`config.mk`:
```
export PLATFORM = sky130hd
export DESIGN_NAME = arithmetic_expression_lexer_flat
export DESIGN_NICKNAME = d
export VERILOG_FILES = /design/src/sv/alx_pkg.sv /design/src/sv/alx_in_if.sv /design/src/sv/alx_out_if.sv /design/src/sv/arithmetic_expression_lexer.sv /design/src/flat_wrapper.sv
export SDC_FILE = /design/constraint.sdc
export NUM_CORES = 1
export LEC_CHECK = 0
export ABC_AREA = 1
export BUFFER_PORTS_ARGS = -buffer_cell sky130_fd_sc_hd__buf_2
export CAP_MARGIN = 20
export CORE_ASPECT_RATIO = 1.75
export CORE_UTILIZATION = 55
export DETAILED_ROUTE_END_ITERATION = 8
export PLACE_DENSITY = 0.76
export SYNTH_ARGS = -nofsm -noshare
export SYNTH_HDL_FRONTEND = slang
export SYNTH_SLANG_ARGS = --single-unit
```
`constraint.sdc`:
```
create_clock -name clk -period 8.75 [get_ports clk]
set_input_delay 0.4375 -clock clk [delete_from_list [all_inputs] [get_ports clk]]
set_output_delay 0.4375 -clock clk [all_outputs]
set_load 0.03 [all_outputs]
```
`src/sv/alx_pkg.sv`:
```
`default_nettype none
package alx_pkg;

    localparam int POSITION_BITS_DEFAULT = 16;
    localparam int VALUE_BITS_DEFAULT    = 32;

    typedef enum logic [3:0] {
        KIND_END    = 4'd0,
        KIND_NUMBER = 4'd1,
        KIND_SPACE  = 4'd2,
        KIND_PLUS   = 4'd3,
        KIND_MINUS  = 4'd4,
        KIND_STAR   = 4'd5,
        KIND_SLASH  = 4'd6,
        KIND_BAD    = 4'd7,
        KIND_OPEN   = 4'd8,
        KIND_CLOSE  = 4'd9
    } kind_t;

    typedef enum logic [2:0] {
        MODE_NONE   = 3'b001,
        MODE_NUMBER = 3'b010,
        MODE_SPACE  = 3'b100
    } run_mode_t;

    localparam logic [7:0] CHAR_PLUS  = 8'h2B;
    localparam logic [7:0] CHAR_MINUS = 8'h2D;
    localparam logic [7:0] CHAR_STAR  = 8'h2A;
    localparam logic [7:0] CHAR_SLASH = 8'h2F;
    localparam logic [7:0] CHAR_OPEN  = 8'h28;
    localparam logic [7:0] CHAR_CLOSE = 8'h29;
    localparam logic [7:0] CHAR_ZERO  = 8'h30;
    localparam logic [7:0] CHAR_NINE  = 8'h39;
    localparam logic [7:0] CHAR_SPACE = 8'h20;
    localparam logic [7:0] CHAR_TAB   = 8'h09;
    localparam logic [7:0] CHAR_CR    = 8'h0D;

    function automatic kind_t single_kind(input logic [7:0] c);
        kind_t k;
        case (c)
            CHAR_PLUS:  k = KIND_PLUS;
            CHAR_MINUS: k = KIND_MINUS;
            CHAR_STAR:  k = KIND_STAR;
            CHAR_SLASH: k = KIND_SLASH;
            CHAR_OPEN:  k = KIND_OPEN;
            CHAR_CLOSE: k = KIND_CLOSE;
            default:    k = KIND_BAD;
        endcase
        return k;
    endfunction

endpackage
`default_nettype wire

```
`src/sv/alx_in_if.sv`:
```
`default_nettype none
interface alx_in_if;
    logic       valid;
    logic       ready;
    logic [7:0] ch;
    logic       end_of_text;

    modport source (output valid, output ch, output end_of_text, input ready);
    modport sink (input valid, input ch, input end_of_text, output ready);
endinterface
`default_nettype wire

```
`src/sv/alx_out_if.sv`:
```
`default_nettype none
interface alx_out_if
    import alx_pkg::*;
#(
    parameter int POSITION_BITS = POSITION_BITS_DEFAULT,
    parameter int VALUE_BITS    = VALUE_BITS_DEFAULT
);
    logic                         valid;
    logic                         ready;
    kind_t                        kind;
    logic [POSITION_BITS-1:0]     position;
    logic [POSITION_BITS-1:0]     run_length;
    logic signed [VALUE_BITS-1:0] value;
    logic                         overflow;
    logic                         last;

    modport source (output valid, output kind, output position, output run_length,
                    output value, output overflow, output last, input ready);
    modport sink (input valid, input kind, input position, input run_length,
                  input value, input overflow, input last, output ready);
endinterface
`default_nettype wire

```
`src/sv/arithmetic_expression_lexer.sv`:
```
`default_nettype none
// Channel | Role | Item
// chars   | in   | one text byte (ch) or an end-of-text marker (end_of_text)
// tokens  | out  | one token: kind, position, run_length, value, overflow, last
//
// An item is tokenised while it sits in the input register, and its tokens are
// offered from a four-entry queue from the next cycle on; one item a cycle is sustained
// while the output keeps up. Two tokens from one item are offered in turn.
// The tokeniser stage fires only when the queue has room for two tokens, so a
// stalled output holds the input register and then the input channel.
// Reset (rst_n low, asynchronous) empties both stages and clears the run state.
module arithmetic_expression_lexer
    import alx_pkg::*;
#(
    parameter int POSITION_BITS = POSITION_BITS_DEFAULT,
    parameter int VALUE_BITS    = VALUE_BITS_DEFAULT
)
(
    input  wire        clk,
    input  wire        rst_n,
    alx_in_if.sink     chars,
    alx_out_if.source  tokens
);

    localparam int ACC_BITS = VALUE_BITS - 1;
    localparam int PROD_BITS = ACC_BITS + 4;

    typedef struct packed {
        kind_t                        kind;
        logic [POSITION_BITS-1:0]     position;
        logic [POSITION_BITS-1:0]     run_length;
        logic signed [VALUE_BITS-1:0] value;
        logic                         overflow;
        logic                         last;
    } result_t;

    // Input register.
    logic       in_valid_reg;
    logic [7:0] in_ch_reg;
    logic       in_eot_reg;

    // Run state.
    run_mode_t                mode_reg, mode_next;
    logic [POSITION_BITS-1:0] start_reg, start_next;
    logic [POSITION_BITS-1:0] index_reg, index_next;
    logic [ACC_BITS-1:0]      acc_reg, acc_next;
    logic                     sat_reg, sat_next;

    // Result queue.
    result_t    queue_reg [4];
    logic [1:0] wr_ptr_reg;
    logic [1:0] rd_ptr_reg;
    logic [2:0] count_reg;

    logic    proc_fire;
    logic    pop;
    logic    in_fire;
    logic    is_digit;
    logic    is_space;
    logic    do_flush;
    logic    is_single;
    logic [1:0] n_results;
    result_t res0, res1;
    result_t flush_res, single_res, end_res;
    logic [POSITION_BITS-1:0] run_len;
    logic [ACC_BITS-1:0]      acc_base;
    logic                     sat_base;
    logic [PROD_BITS-1:0]     product;

    assign proc_fire   = in_valid_reg && (count_reg <= 3'd2);
    assign chars.ready = !in_valid_reg || proc_fire;
    assign in_fire     = chars.valid && chars.ready;
    assign pop         = tokens.valid && tokens.ready;

    always_ff @(posedge clk or negedge rst_n)
    begin
        if (!rst_n)
        begin
            in_valid_reg <= 1'b0;
        end
        else if (chars.ready)
        begin
            in_valid_reg <= chars.valid;
        end
    end

    always_ff @(posedge clk)
    begin
        if (in_fire)
        begin
            in_ch_reg  <= chars.ch;
            in_eot_reg <= chars.end_of_text;
        end
    end

    assign is_digit  = (in_ch_reg >= CHAR_ZERO) && (in_ch_reg <= CHAR_NINE);
    assign is_space  = (in_ch_reg == CHAR_SPACE) ||
                       ((in_ch_reg >= CHAR_TAB) && (in_ch_reg <= CHAR_CR));
    assign is_single = !is_digit && !is_space;
    assign do_flush  = ((mode_reg == MODE_NUMBER) && !is_digit) ||
                       ((mode_reg == MODE_SPACE) && !is_space);
    assign run_len   = index_reg - start_reg;

    always_comb
    begin
        flush_res = '0;
        if (mode_reg == MODE_NUMBER)
        begin
            flush_res.kind     = KIND_NUMBER;
            flush_res.position = start_reg;
            flush_res.value    = signed'({1'b0, acc_reg});
            flush_res.overflow = sat_reg;
        end
        else
        begin
            flush_res.kind     = KIND_SPACE;
            flush_res.position = index_reg;
            flush_res.value    = '1;
            flush_res.overflow = 1'b0;
        end
        flush_res.run_length = run_len;

        single_res            = '0;
        single_res.kind       = single_kind(in_ch_reg);
        single_res.position   = index_reg;
        single_res.run_length = POSITION_BITS'(1);
        single_res.value      = '1;

        end_res          = '0;
        end_res.kind     = KIND_END;
        end_res.position = index_reg;
    end

    always_comb
    begin
        res0      = single_res;
        res1      = single_res;
        n_results = 2'd0;
        if (in_eot_reg)
        begin
            if (mode_reg != MODE_NONE)
            begin
                res0      = flush_res;
                res1      = end_res;
                n_results = 2'd2;
            end
            else
            begin
                res0      = end_res;
                n_results = 2'd1;
            end
        end
        else if (do_flush)
        begin
            res0      = flush_res;
            n_results = is_single ? 2'd2 : 2'd1;
        end
        else if (is_single)
        begin
            n_results = 2'd1;
        end
        res0.last = (n_results == 2'd1);
        res1.last = 1'b1;
    end

    // The decimal step is a shift-and-add; anything past the top of the range saturates.
    always_comb
    begin
        acc_base   = (mode_reg == MODE_NUMBER) ? acc_reg : '0;
        sat_base   = (mode_reg == MODE_NUMBER) ? sat_reg : 1'b0;
        product    = {1'b0, acc_base, 3'b000} + {3'b000, acc_base, 1'b0}
                   + PROD_BITS'(in_ch_reg[3:0]);
        mode_next  = mode_reg;
        start_next = start_reg;
        index_next = index_reg;
        acc_next   = acc_reg;
        sat_next   = sat_reg;
        if (in_eot_reg)
        begin
            mode_next  = MODE_NONE;
            start_next = '0;
            index_next = '0;
            acc_next   = '0;
            sat_next   = 1'b0;
        end
        else
        begin
            index_next = index_reg + POSITION_BITS'(1);
            if (is_digit)
            begin
                mode_next = MODE_NUMBER;
                if (mode_reg != MODE_NUMBER)
                begin
                    start_next = index_reg;
                end
                if (product[PROD_BITS-1:ACC_BITS] != '0)
                begin
                    acc_next = '1;
                    sat_next = 1'b1;
                end
                else
                begin
                    acc_next = product[ACC_BITS-1:0];
                    sat_next = sat_base;
                end
            end
            else if (is_space)
            begin
                mode_next = MODE_SPACE;
                if (mode_reg != MODE_SPACE)
                begin
                    start_next = index_reg;
                end
            end
            else
            begin
                mode_next = MODE_NONE;
            end
        end
    end

    always_ff @(posedge clk or negedge rst_n)
    begin
        if (!rst_n)
        begin
            mode_reg  <= MODE_NONE;
            start_reg <= '0;
            index_reg <= '0;
            acc_reg   <= '0;
            sat_reg   <= 1'b0;
        end
        else if (proc_fire)
        begin
            mode_reg  <= mode_next;
            start_reg <= start_next;
            index_reg <= index_next;
            acc_reg   <= acc_next;
            sat_reg   <= sat_next;
        end
    end

    always_ff @(posedge clk)
    begin
        if (proc_fire && (n_results != 2'd0))
        begin
            queue_reg[wr_ptr_reg] <= res0;
        end
        if (proc_fire && (n_results == 2'd2))
        begin
            queue_reg[wr_ptr_reg + 2'd1] <= res1;
        end
    end

    always_ff @(posedge clk or negedge rst_n)
    begin
        if (!rst_n)
        begin
            wr_ptr_reg <= '0;
            rd_ptr_reg <= '0;
            count_reg  <= '0;
        end
        else
        begin
            if (proc_fire)
            begin
                wr_ptr_reg <= wr_ptr_reg + n_results;
            end
            if (pop)
            begin
                rd_ptr_reg <= rd_ptr_reg + 2'd1;
            end
            count_reg <= count_reg + (proc_fire ? {1'b0, n_results} : 3'd0)
                       - (pop ? 3'd1 : 3'd0);
        end
    end

    assign tokens.valid      = (count_reg != 3'd0);
    assign tokens.kind       = queue_reg[rd_ptr_reg].kind;
    assign tokens.position   = queue_reg[rd_ptr_reg].position;
    assign tokens.run_length = queue_reg[rd_ptr_reg].run_length;
    assign tokens.value      = queue_reg[rd_ptr_reg].value;
    assign tokens.overflow   = queue_reg[rd_ptr_reg].overflow;
    assign tokens.last       = queue_reg[rd_ptr_reg].last;

endmodule
`default_nettype wire
```
`src/flat_wrapper.sv`:
```
// flat-port wrapper written by rule: the top's interface ports become plain ports
module arithmetic_expression_lexer_flat import alx_pkg::*;
#(
    parameter int POSITION_BITS = POSITION_BITS_DEFAULT,
    parameter int VALUE_BITS    = VALUE_BITS_DEFAULT
)
  (clk, rst_n, chars_valid, chars_ch, chars_end_of_text, chars_ready, tokens_valid, tokens_kind, tokens_position, tokens_run_length, tokens_value, tokens_overflow, tokens_last, tokens_ready);
  alx_in_if chars_i ();
  alx_out_if #(.POSITION_BITS(POSITION_BITS), .VALUE_BITS(VALUE_BITS)) tokens_i ();
  input  wire clk;
  input  wire rst_n;
  input wire logic [$bits(chars_i.valid)-1:0] chars_valid;
  input wire logic [$bits(chars_i.ch)-1:0] chars_ch;
  input wire logic [$bits(chars_i.end_of_text)-1:0] chars_end_of_text;
  output wire logic [$bits(chars_i.ready)-1:0] chars_ready;
  output wire logic [$bits(tokens_i.valid)-1:0] tokens_valid;
  output wire logic [$bits(tokens_i.kind)-1:0] tokens_kind;
  output wire logic [$bits(tokens_i.position)-1:0] tokens_position;
  output wire logic [$bits(tokens_i.run_length)-1:0] tokens_run_length;
  output wire logic [$bits(tokens_i.value)-1:0] tokens_value;
  output wire logic [$bits(tokens_i.overflow)-1:0] tokens_overflow;
  output wire logic [$bits(tokens_i.last)-1:0] tokens_last;
  input wire logic [$bits(tokens_i.ready)-1:0] tokens_ready;
  assign chars_i.valid = chars_valid;
  assign chars_i.ch = chars_ch;
  assign chars_i.end_of_text = chars_end_of_text;
  assign chars_ready = chars_i.ready;
  assign tokens_valid = tokens_i.valid;
  assign tokens_kind = tokens_i.kind;
  assign tokens_position = tokens_i.position;
  assign tokens_run_length = tokens_i.run_length;
  assign tokens_value = tokens_i.value;
  assign tokens_overflow = tokens_i.overflow;
  assign tokens_last = tokens_i.last;
  assign tokens_i.ready = tokens_ready;
  arithmetic_expression_lexer #(.POSITION_BITS(POSITION_BITS), .VALUE_BITS(VALUE_BITS)) u_core (.clk(clk), .rst_n(rst_n), .chars(chars_i), .tokens(tokens_i));
endmodule
```
==> out/metrics.csv, run 1 <==
stage;metric;value;unit
power;clock power share;21.9;%
die;FP Rows;94;
die;IO Pins;85;
finish;Layout area overhead;8.50;%
finish;filler instances;3264;
detailed_routing;routed len/inst;20.0;µm
placement;I/O Buffers;84;
detailed_routing;TritonRoute pass-1 iters;8;
timing;crit share post-route;53.2;%
timing;Slew Limit Fails;0;
placement;Cells after DPL;3065;
grt;gr usage total;32.6;%
finish;non-filler cells in the finished layout;3131;
synthesis;number of synthesized register bits;364;
power;Int Pwr;3950;µW
clocking;TritonCTS buffer count;34;
clocking;Sink Count;364;
grt;first-pass GRT wire length;97.0;mm
synthesis;area leader, netlist;edfxtp_1;
finish;ant diodes;0;
placement;Placer Congestion;0.967;
die;starting density of the core;55.8;%
timing;Fin Clk Skew;0.0152;ns
timing;min Tclk post-route;4.66;ns
synthesis;post-synthesis cell type count;54;
timing;Final Hold Viols;0;
timing;Max Freq;0.215;GHz
timing;RSZ-0062 raised after global routing;no;
timing;setup_tns;0;ns
finish;layout cells sized above 1;9.20;%
synthesis;syn nets;2730;
detailed_routing;drt drc;1;
synthesis;sequential fraction of the synthesis area;47.2;%
clocking;CTS resizes;0;
detailed_routing;final wirelength;62.5;mm
clocking;CTS tree;yes;
die;total die area;38900;µm²
worst_setup_path;Max Fanout on Critical Path;33;
synthesis;share of the synthesized area in the top cell type;31.7;%
synthesis;Post-synth top cells;707 x nand2_1, 296 x nand3_1, 272 x nor2_1;
grt;GRT Residual Overflow;0;
synthesis;FFs w/ async S/R, synth;20.6;%
worst_hold_path;worst hold path class;input pin to register;
grt;vias in the first global route;18900;
worst_setup_path;Critical Path RT;9.14;ns
clocking;Worst-Skew Late Latency;0.53;ns
worst_setup_path;Critical Path AT;5.05;ns
clocking;CTS Hold Buffers Added;0;
die;Die Width;149;µm
synthesis;Synth Flop Type;edfxtp_1;
synthesis;dominant cells by area after synthesis;edfxtp_1 32%, nand2_1 13%, dfrtp_1 8.8%;
power;Switching Fraction;44.6;%
finish;fin nets;2725;
worst_setup_path;Worst setup EP type;register;
power;switching pwr;3190;µW
placement;dpl hpwl;41.5;mm
power;Overall Power;7140;µW
detailed_routing;vias per cell;5.98;
clocking;Clock Tree Root;clkbuf_16;
grt;largest net degree at the start of global routing;99;
die;Die H;260;µm
power;pwr/cell area;314;nW/µm²
synthesis;Mapped Cells;2631;
power;Reg power frac;34.7;%
power;Max rail drop VDD;0.193;mV
power;Leakage;0.0106;µW
timing;Least-Margin Pin Slew;1.03;ns
timing;Final setup viols;0;
clocking;Longest Clk Path Bufs;3;
worst_setup_path;startpoint types;register;
timing;Min Hold Slack;0.0828;ns
detailed_routing;Vias;18700;
job;Max-cap violations;0;
clocking;CTS clock-pin slew for the worst setup and hold paths;0.06;ns
timing;Slew HR;31.4;%
synthesis;Syn Std Cell Area;20900;µm²
outcome;violated checks;design-rule violations;
synthesis;Yosys warnings;0;
clocking;H-tree depth;2;
synthesis;Post-synth EDFFs;221;
finish;max FFs per register;280;
grt;antenna violations before repair;1;
detailed_routing;Routed Antenna Nets;0;
synthesis;most frequent cell after synthesis;nand2_1;
detailed_routing;initial DRC count;1640;
clocking;setup bufs post-CTS;0;
die;Core ar.;37500;µm²
outcome;outcome;finished with violations;
synthesis;Avg Cell Area, Syn;7.96;µm²
power;combinational share of power;43.4;%
worst_setup_path;Crit Path Category;register to register;
-- power groups by stage --
| stage | logic (µW) | clock network [µW] | registers, µW |
|---|---|---|---|
| 4_1_cts | 3040 | 1560 | 2470 |
| 3_3_place_gp | 2950 | 0 | 2490 |
| 6_report | 3100 | 1560 | 2480 |
| 2_1_floorplan | 2160 | 0 | 2400 |
| 5_1_grt | 3340 | 1630 | 2510 |
| 3_5_place_dp | 3020 | 0 | 2500 |
-- cells in the final DEF, fill, tap and decap left out, types with 5 or more instances in the layout --
cell type | Yosys | final
a21oi_1 | 61 | 61
a22oi_1 | 5 | 5
buf_2 | 40 | 83
buf_4 | 10 | 19
clkbuf_1 | 90 | 7
clkbuf_16 | 0 | 35
clkbuf_8 | 0 | 7
clkinv_1 | 4 | 7
dfrtp_1 | 74 | 72
dfxtp_1 | 68 | 68
edfxtp_1 | 221 | 221
ha_1 | 82 | 82
inv_1 | 204 | 201
inv_2 | 11 | 12
nand2_1 | 707 | 703
nand2_2 | 7 | 10
nand2_4 | 32 | 33
nand3_1 | 296 | 296
nand3b_1 | 5 | 5
nand4_1 | 13 | 13
nor2_1 | 272 | 271
nor3_1 | 19 | 19
o21ai_0 | 235 | 235
o21ai_1 | 9 | 9
o21bai_1 | 11 | 11
o22ai_1 | 70 | 70
or2_2 | 12 | 12
xnor2_1 | 5 | 5
xor2_1 | 19 | 19
-- cell type report --
class | count | area [µm²] | share of cell area [%]
Timing Repair Buffer | 108 | 678 | 2.99
Clock inverter | 12 | 164 | 0.721
Tap cell | 480 | 601 | 2.64
Multi-Input combinational cell | 1899 | 9570 | 42.1
Clock buffer | 49 | 998 | 4.40
Inverter | 219 | 826 | 3.63
Sequential cell | 364 | 9880 | 43.5
-- layer usage --
layer  GRT usage [%]  part of all wire (%)
met1            32.3                    33
met2            60.3                    53
met3            5.16                   7.1
met4            24.3                   7.0
met5               0                 0.018
-- cells by family (layout without fill, tap and decap cells) --
kind of cell             Yosys count  count (layout)  share of synthesized area, %
AO/OA/AOI/OAI                    406             406                          10.6
XOR/XNOR                          24              24                          1.00
adder cells (fa/ha/maj)           86              86                          5.28
buffers and inverters            368             388                          7.21
flip-flops                       364             364                          47.2
AND/OR/NAND/NOR                 1383            1383                          28.8
-- metrics by stage --
step	worst slack [ns]	util, %	cell area (µm²)
2_1_floorplan	4.91	-	20900
3_3_place_gp	4.32	57.1	21400
3_5_place_dp	4.19	57.2	21500
4_1_cts	4.10	60.3	22600
5_1_grt	3.83	60.6	22700
6_report	4.09	60.6	22700
-- critical path, stage by stage, from the launching register on --
cell and delay (ns):
dfstp_2 0.53, inv_1 0.06, nand3_1 0.06, buf_4 0.34, inv_1 0.18, nand2_1 0.19, nand2_1 0.10, ha_1 0.28
inv_1 0.05, o21ai_2 0.22, inv_1 0.13, a21oi_4 0.22, nand3_2 0.33, nand2_2 0.71, buf_4 0.56, inv_2 0.27
nand2_1 0.13, o21ai_0 0.10
-- final timing paths --
path	end	cells after the start	slack (ns)	from
setup / recovery	u_core.queue_reg[3][40]	17	4.09	u_core.mode_reg[0]
hold / removal	u_core.in_ch_reg[0]	1	0.08	chars_ch[0]
setup reg to reg	u_core.queue_reg[3][40]	17	4.09	u_core.mode_reg[0]
hold reg to reg	u_core.queue_reg[0][46]	2	0.45	u_core.queue_reg[0][46]
max in group asynchronous	u_core.mode_reg[0]	3	7.82	rst_n
min in group asynchronous	u_core.acc_reg[3]	2	0.29	rst_n
Power figures use the tool's default switching activity.
==> run 2: changes to the inputs <==
--- a/config.mk
+++ b/config.mk
@@ -5,7 +5,7 @@
 export SDC_FILE = /design/constraint.sdc
 export NUM_CORES = 1
 export LEC_CHECK = 0
-export ABC_AREA = 1
+export ABC_AREA = 0
 export BUFFER_PORTS_ARGS = -buffer_cell sky130_fd_sc_hd__buf_2
 export CAP_MARGIN = 20
 export CORE_ASPECT_RATIO = 1.75
==> constraint.sdc (replaced) <==
create_clock -name clk -period 4.4 [get_ports clk]
set_input_delay 0.22 -clock clk [delete_from_list [all_inputs] [get_ports clk]]
set_output_delay 0.22 -clock clk [all_outputs]
set_load 0.03 [all_outputs]
==> run 2 against run 1 <==
Against the previous run:
- the flow now finishes without violations
- clock power rose by 75%
- setup slack lost 4.0 ns
- non-clock buffer count is 47 higher
- critical path depth down 3
- sequential share of layout area up 3.3 points
- clock-buffer cell count shrank 8
- cell count decreased by 32%
- critical endpoint is now u_core.acc_reg[2]
==> out/metrics.csv, run 2 <==
stage;metric;value;unit
outcome;outcome;finished clean;
timing;Slew Limit Fails;0;
die;IO Pins;85;
power;Overall Power;13500;µW
grt;GRT Residual Overflow;0;
timing;Max Freq;0.234;GHz
power;clock power share;20.2;%
clocking;H-tree depth;1;
grt;antenna violations before repair;0;
synthesis;largest family of logic cells by synthesized area;compound AO/OA/AOI/OAI gates;
worst_setup_path;Worst setup EP type;register;
worst_setup_path;Crit Path Category;register to register;
worst_setup_path;startpoint types;register;
worst_hold_path;worst hold path class;input pin to async pin;
detailed_routing;Routed Antenna Nets;0;
worst_setup_path;Crit path max-delay family;compound AO/OA/AOI/OAI gates;
synthesis;most frequent cell after synthesis;edfxtp_1;
power;pwr/cell area;639;nW/µm²
worst_setup_path;Worst Path Buf+Inv;2;
clocking;Clock Tree Root;clkbuf_16;
worst_setup_path;Critical Path AT;4.71;ns
placement;dpl hpwl;33.9;mm
worst_setup_path;Max Fanout on Critical Path;31;
detailed_routing;initial DRC count;1064;
clocking;Sink Count;364;
timing;min Tclk post-route;4.27;ns
timing;Least-Margin Pin Slew;0.931;ns
grt;largest net degree at the start of global routing;76;
timing;fin worst setup slack;0.128;ns
synthesis;syn nets;1673;
detailed_routing;final wirelength;50.0;mm
clocking;TritonCTS buffer count;29;
synthesis;post-synthesis cell type count;78;
timing;crit share post-route;97.1;%
synthesis;Syn Std Cell Area;18800;µm²
clocking;CTS tree;yes;
synthesis;Yosys warnings;0;
worst_setup_path;number of cells on the worst reg-to-reg path;14;
clocking;CTS clock-pin slew for the worst setup and hold paths;0.07;ns
job;Max-cap violations;0;
grt;vias in the first global route;14300;
timing;setup_tns;0;ns
die;total die area;34900;µm²
timing;RSZ-0062 raised after global routing;no;
detailed_routing;routed len/inst;23.3;µm
synthesis;dominant cells by area after synthesis;edfxtp_1 35%, dfrtp_1 9.9%, mux4_2 8.4%;
synthesis;Mapped Cells;1574;
detailed_routing;drt drc;0;
power;Int Pwr;8120;µW
grt;busiest grt layer;met2;
finish;final instance area;21100;µm²
synthesis;FFs w/ async S/R, synth;20.6;%
synthesis;complex-gate fraction of the synthesized area;17.6;%
grt;gr usage total;29.2;%
finish;most common cell after layout, fill and taps aside;edfxtp_1;
placement;Placed Area;19900;µm²
timing;Final setup viols;0;
synthesis;Post-synth EDFFs;221;
clocking;Longest Clk Path Bufs;3;
synthesis;Synth Area in XOR/XNOR;2.61;%
power;Reg power frac;38.4;%
clocking;Worst-Skew Late Latency;0.57;ns
power;Switching Fraction;39.8;%
worst_setup_path;setup slack, reg-to-reg;0.13;ns
die;starting density of the core;55.9;%
worst_setup_path;crit path cell chain;nor3b_4, buf_4, and2_1, ha_1, ha_1, a21oi_1, o21ai_0, a2111oi_1, o221ai_1, a21oi_1, xnor2_1, o31a_2, buf_12, a221o_1;
timing;Final Hold Viols;0;
die;FP Rows;89;
detailed_routing;TritonRoute pass-1 iters;5;
power;Leakage;0.00842;µW
placement;I/O Buffers;84;
grt;met1 Resource Use GR;30.0;%
synthesis;mux share of post-synthesis cell area;8.51;%
die;Die Width;142;µm
clocking;setup bufs post-CTS;0;
synthesis;sequential fraction of the synthesis area;52.5;%
worst_setup_path;Crit. Startpoint;u_core.mode_reg[0];
synthesis;Synth Flop Type;edfxtp_1;
power;switching pwr;5370;µW
timing;Slew HR;37.9;%
synthesis;Post-synth top cells;221 x edfxtp_1, 207 x o21ai_0, 111 x nand2_1;
grt;met2 Use GR;54.4;%
grt;met3 GRT Util;3.40;%
worst_setup_path;Critical Path RT;4.84;ns
placement;Placer Congestion;0.918;
worst_setup_path;FF-to-FF End;u_core.acc_reg[2];
grt;first-pass GRT wire length;77.2;mm
finish;ant diodes;0;
finish;max FFs per register;280;
finish;Layout area overhead;12.3;%
finish;fin nets;1762;
timing;Fin Clk Skew;0.0234;ns
finish;most frequent cells in the layout;221 x edfxtp_1, 207 x o21ai_0, 111 x nand2_1;
synthesis;Avg Cell Area, Syn;11.9;µm²
synthesis;Adder-Cell Fraction of Synth Area;5.88;%
power;Max rail drop VDD;0.426;mV
worst_setup_path;CP peak stage delay;0.66;ns
die;Die H;247;µm
power;combinational share of power;41.4;%
worst_setup_path;reg2reg start;u_core.mode_reg[0];
worst_setup_path;Slowest-stage cell, CP;dfstp_2;
finish;layout cells sized above 1;17.6;%
detailed_routing;vias per cell;6.39;
die;Core ar.;33600;µm²
placement;pre-CTS setup slack;0.160;ns
detailed_routing;Vias;13700;
synthesis;share of the synthesized area in the top cell type;35.3;%
synthesis;number of synthesized register bits;364;
synthesis;area leader, netlist;edfxtp_1;
synthesis;Synth Area in Simple Gates;9.59;%
==> run 2: worst reg2reg max path, stage by stage (launching register included) <==
cell and delay (ns):
dfstp_2 0.66, nor3b_4 0.09, buf_4 0.23, and2_1 0.23
ha_1 0.30, ha_1 0.37, a21oi_1 0.18, o21ai_0 0.14
a2111oi_1 0.66, o221ai_1 0.20, a21oi_1 0.20, xnor2_1 0.09
o31a_2 0.32, buf_12 0.17, a221o_1 0.30
==> run 2: logic make-up after synthesis <==
| logic type | count (synthesis) |
|---|---|
| buffers and inverters | 139 |
| XOR/XNOR | 56 |
| flip-flops | 364 |
| AND/OR/NAND/NOR | 366 |
| adder cells (fa/ha/maj) | 86 |
| multiplexers | 72 |
| AO/OA/AOI/OAI | 491 |
==> run 2: layer usage <==
layer  routed length [µm]  up-vias
li1                     -     6172
met1                16900     6857
met2                27400      502
met3                 2570      156
met4                 3100        0
met5                    0        -
==> run 2: power groups by stage <==
| stage | registers [µW] | clock network (µW) | logic, µW |
|---|---|---|---|
| floorplan | 4880 | 0 | 3970 |
| global placement | 5190 | 0 | 5450 |
| detailed placement | 5250 | 0 | 5530 |
| CTS | 5190 | 2750 | 5560 |
| global route | 5280 | 2880 | 5880 |
| finish | 5180 | 2730 | 5580 |
==> run 2: repair_timing <==
action                                  4_1_cts  5_1_grt
hold buffers                                 11        0
endpoints found under the setup margin        0       31
gates resized for setup                       0        4
hold endpoints to repair                     84        0
==> run 2: final cells by class <==
class                   instances  area, µm²
fillers                      2649      12500
flip-flops and latches        364       9880
multi-input cells            1071       8350
repair buffers                155       1140
clock buffers                  41        845
well taps                     455        569
inverters                      42        161
clock inverters                13        153
==> run 2: worst max-delay path by stage <==
stage               slack (ns)                 endpoint  cells after the start
global route              0.02        u_core.acc_reg[5]                     14
detailed placement        0.16        u_core.acc_reg[2]                     14
global placement          0.26        u_core.acc_reg[9]                     15
floorplan                 0.04  u_core.queue_reg[0][10]                     13
CTS                       0.11        u_core.acc_reg[2]                     15
finish                    0.13        u_core.acc_reg[2]                     14
==> run 2: through the flow <==
step	hold WS, ns	std cells	utilization, %
after floorplan	-0.0756	1574	-
after global placement	0.422	2073	59.2
after detailed placement	0.413	2074	59.3
after CTS	0.102	2139	62.6
after global routing	0.0223	2141	62.7
final	0.0183	2141	62.7
==> run 3: changes to the inputs <==
--- a/config.mk
+++ b/config.mk
@@ -6,12 +6,13 @@
 export NUM_CORES = 1
 export LEC_CHECK = 0
 export ABC_AREA = 0
-export BUFFER_PORTS_ARGS = -buffer_cell sky130_fd_sc_hd__buf_2
 export CAP_MARGIN = 20
 export CORE_ASPECT_RATIO = 1.75
 export CORE_UTILIZATION = 55
 export DETAILED_ROUTE_END_ITERATION = 8
-export PLACE_DENSITY = 0.76
+export DONT_BUFFER_PORTS = 1
+export PLACE_DENSITY = 0.74
+export RECOVER_POWER = 100
 export SYNTH_ARGS = -nofsm -noshare
 export SYNTH_HDL_FRONTEND = slang
 export SYNTH_SLANG_ARGS = --single-unit
==> run 3 against run 2 <==
Against the previous run:
- the run now ends with max-capacitance violations, max-slew violations left
- clock-buffer cell count grew 1
- power shrank 3.4%
- clock power is essentially flat
- maximum frequency grew 0.31%
- sequential cell count is the same
- routed wire length grew 0.95%
- clock skew shrank 0.0041 ns
- sequential power grew 0.8%
- setup slack gained 0.013 ns
- non-clock buffer count shrank 85
- die area is the same
==> out/metrics.csv, run 3 (same netlist as run 2, synthesis figures left out) <==
stage;metric;value;unit
worst_setup_path;Critical Path AT;4.72;ns
detailed_routing;vias per cell;6.51;
grt;GRT Residual Overflow;0;
clocking;TritonCTS buffer count;31;
worst_setup_path;FF-to-FF End;u_core.acc_reg[7];
clocking;Sink Count;364;
timing;Max Freq;0.235;GHz
grt;vias in the first global route;13900;
placement;dpl hpwl;34.6;mm
clocking;CTS clock-pin slew for the worst setup and hold paths;0.07;ns
power;Leakage;0.00801;µW
timing;Final Hold Viols;0;
grt;first-pass GRT wire length;76.5;mm
finish;layout cells sized above 1;12.5;%
placement;I/O Buffers;0;
worst_setup_path;crit path cell chain;nor3b_2, buf_6, buf_4, and2_0, ha_1, ha_1, a21o_1, a21o_1, a221oi_1, o31ai_1, a211oi_1, a31oi_1, o31a_2, buf_6, a221o_1;
timing;Fin Clk Skew;0.0193;ns
clocking;CTS tree;yes;
die;Die H;247;µm
worst_setup_path;Critical Path RT;4.86;ns
timing;Least-Margin Pin Slew;2.61;ns
worst_setup_path;Slowest-stage cell, CP;dfstp_2;
job;Max-cap violations;4;
worst_setup_path;Worst setup EP type;register;
outcome;violated checks;max-capacitance violations, max-slew violations;
die;total die area;34900;µm²
power;Max rail drop VDD;0.363;mV
outcome;outcome;finished with violations;
grt;gr usage total;29.2;%
worst_setup_path;startpoint types;register;
finish;ant diodes;0;
timing;Slew Limit Fails;135;
power;Overall Power;13000;µW
detailed_routing;Vias;13400;
clocking;Longest Clk Path Bufs;3;
die;Die Width;142;µm
worst_setup_path;Crit Path Category;register to register;
die;FP Rows;89;
timing;setup_tns;0;ns
worst_setup_path;reg2reg start;u_core.mode_reg[0];
detailed_routing;Routed Antenna Nets;0;
worst_setup_path;number of cells on the worst reg-to-reg path;15;
die;starting density of the core;55.9;%
finish;most common cell after layout, fill and taps aside;edfxtp_1;
timing;Slew HR;-73.9;%
timing;RSZ-0062 raised after global routing;no;
timing;crit share post-route;96.8;%
finish;filler instances;2739;
worst_hold_path;worst hold path class;input pin to async pin;
die;Core ar.;33600;µm²
grt;largest net degree at the start of global routing;76;
detailed_routing;drt drc;0;
worst_setup_path;setup slack, reg-to-reg;0.14;ns
clocking;Clock Tree Root;clkbuf_16;
finish;Layout area overhead;9.04;%
power;pwr/cell area;636;nW/µm²
finish;fin nets;1679;
placement;Placer Congestion;0.967;
clocking;H-tree depth;1;
grt;antenna violations before repair;0;
die;IO Pins;85;
timing;min Tclk post-route;4.26;ns
worst_setup_path;Max Fanout on Critical Path;23;
detailed_routing;TritonRoute pass-1 iters;6;
clocking;Worst-Skew Late Latency;0.58;ns
worst_setup_path;CP peak stage delay;0.63;ns
detailed_routing;routed len/inst;24.5;µm
finish;most frequent cells in the layout;221 x edfxtp_1, 208 x o21ai_0, 111 x nand2_1;
detailed_routing;final wirelength;50.5;mm
finish;max FFs per register;280;
timing;Final setup viols;0;
detailed_routing;initial DRC count;1004;
[run 3: cell types whose count changed in the layout (fill, tap and decap cells not counted), moves of 5 or more]
cell,before,now
and2_1,42,37
and2_0,0,5
buf_2,83,1
clkbuf_1,8,15
buf_12,10,2
buf_4,48,32
clkbuf_4,0,7
[run 3: how the worst max path moves through the flow]
stage | start | endpoint | slack [ns] | cells past startpoint
3_5_place_dp | u_core.mode_reg[0] | u_core.acc_reg[8] | 0.12 | 15
4_1_cts | u_core.mode_reg[0] | u_core.acc_reg[27] | 0.09 | 15
3_3_place_gp | u_core.mode_reg[0] | u_core.acc_reg[10] | 0.24 | 15
2_1_floorplan | u_core.in_ch_reg[0] | u_core.queue_reg[0][10] | 0.04 | 13
6_report | u_core.mode_reg[0] | u_core.acc_reg[7] | 0.14 | 15
5_1_grt | u_core.in_ch_reg[0] | u_core.queue_reg[2][63] | 0.02 | 13
[run 3: worst max-delay path: cells and delay by family (launching register included)]
| kind | cells | cell delay, ns |
|---|---|---|
| DFF | 1 | 0.63 |
| adders and majority gates | 2 | 0.73 |
| AOI/OAI and AO/OA | 8 | 1.97 |
| and+or+nand+nor | 2 | 0.27 |
| buffers and inverters | 3 | 0.51 |
[run 3: report_power, final]
part	switching [µW]	internal [µW]	leakage, µW
registers	619	4600	0.00361
clock network	1230	1510	0.000501
logic	3400	1670	0.00389
[run 3: per-stage QoR]
step	instances	setup slack, ns	hold WS [ns]	area [µm²]	utilization, %
floorplan	1574	0.0354	-0.0756	18800	-
global placement	1985	0.240	-0.0685	19400	57.8
detailed placement	1985	0.124	-0.0690	19400	57.8
CTS	2054	0.0859	0.159	20600	61.2
global route	2058	0.0214	0.251	20500	60.9
finish	2058	0.141	0.231	20500	60.9
[run 3: cell type report]
cell class                      count  area (µm²)  share of cell area (%)
Clock buffer                       42         872                    4.25
Clock inverter                     14         136                   0.665
Tap cell                          455         569                    2.78
Sequential cell                   364        9880                    48.2
Inverter                           42         159                   0.775
Multi-Input combinational cell   1071        8300                    40.5
Timing Repair Buffer               70         578                    2.82
[run 3: what timing repair did]
action                                  CTS  global route
endpoints found under the hold margin    86             0
endpoints found under the setup margin    0            33
gates resized for setup                   0             5
buffers inserted                          0             3
hold buffers                             13             0
[run 3: routing by layer]
layer	share of wire, %	global-route usage, %
met5	0	0
met4	5.9	17.8
met3	5.3	2.72
met2	55	56.3
met1	33	29.9
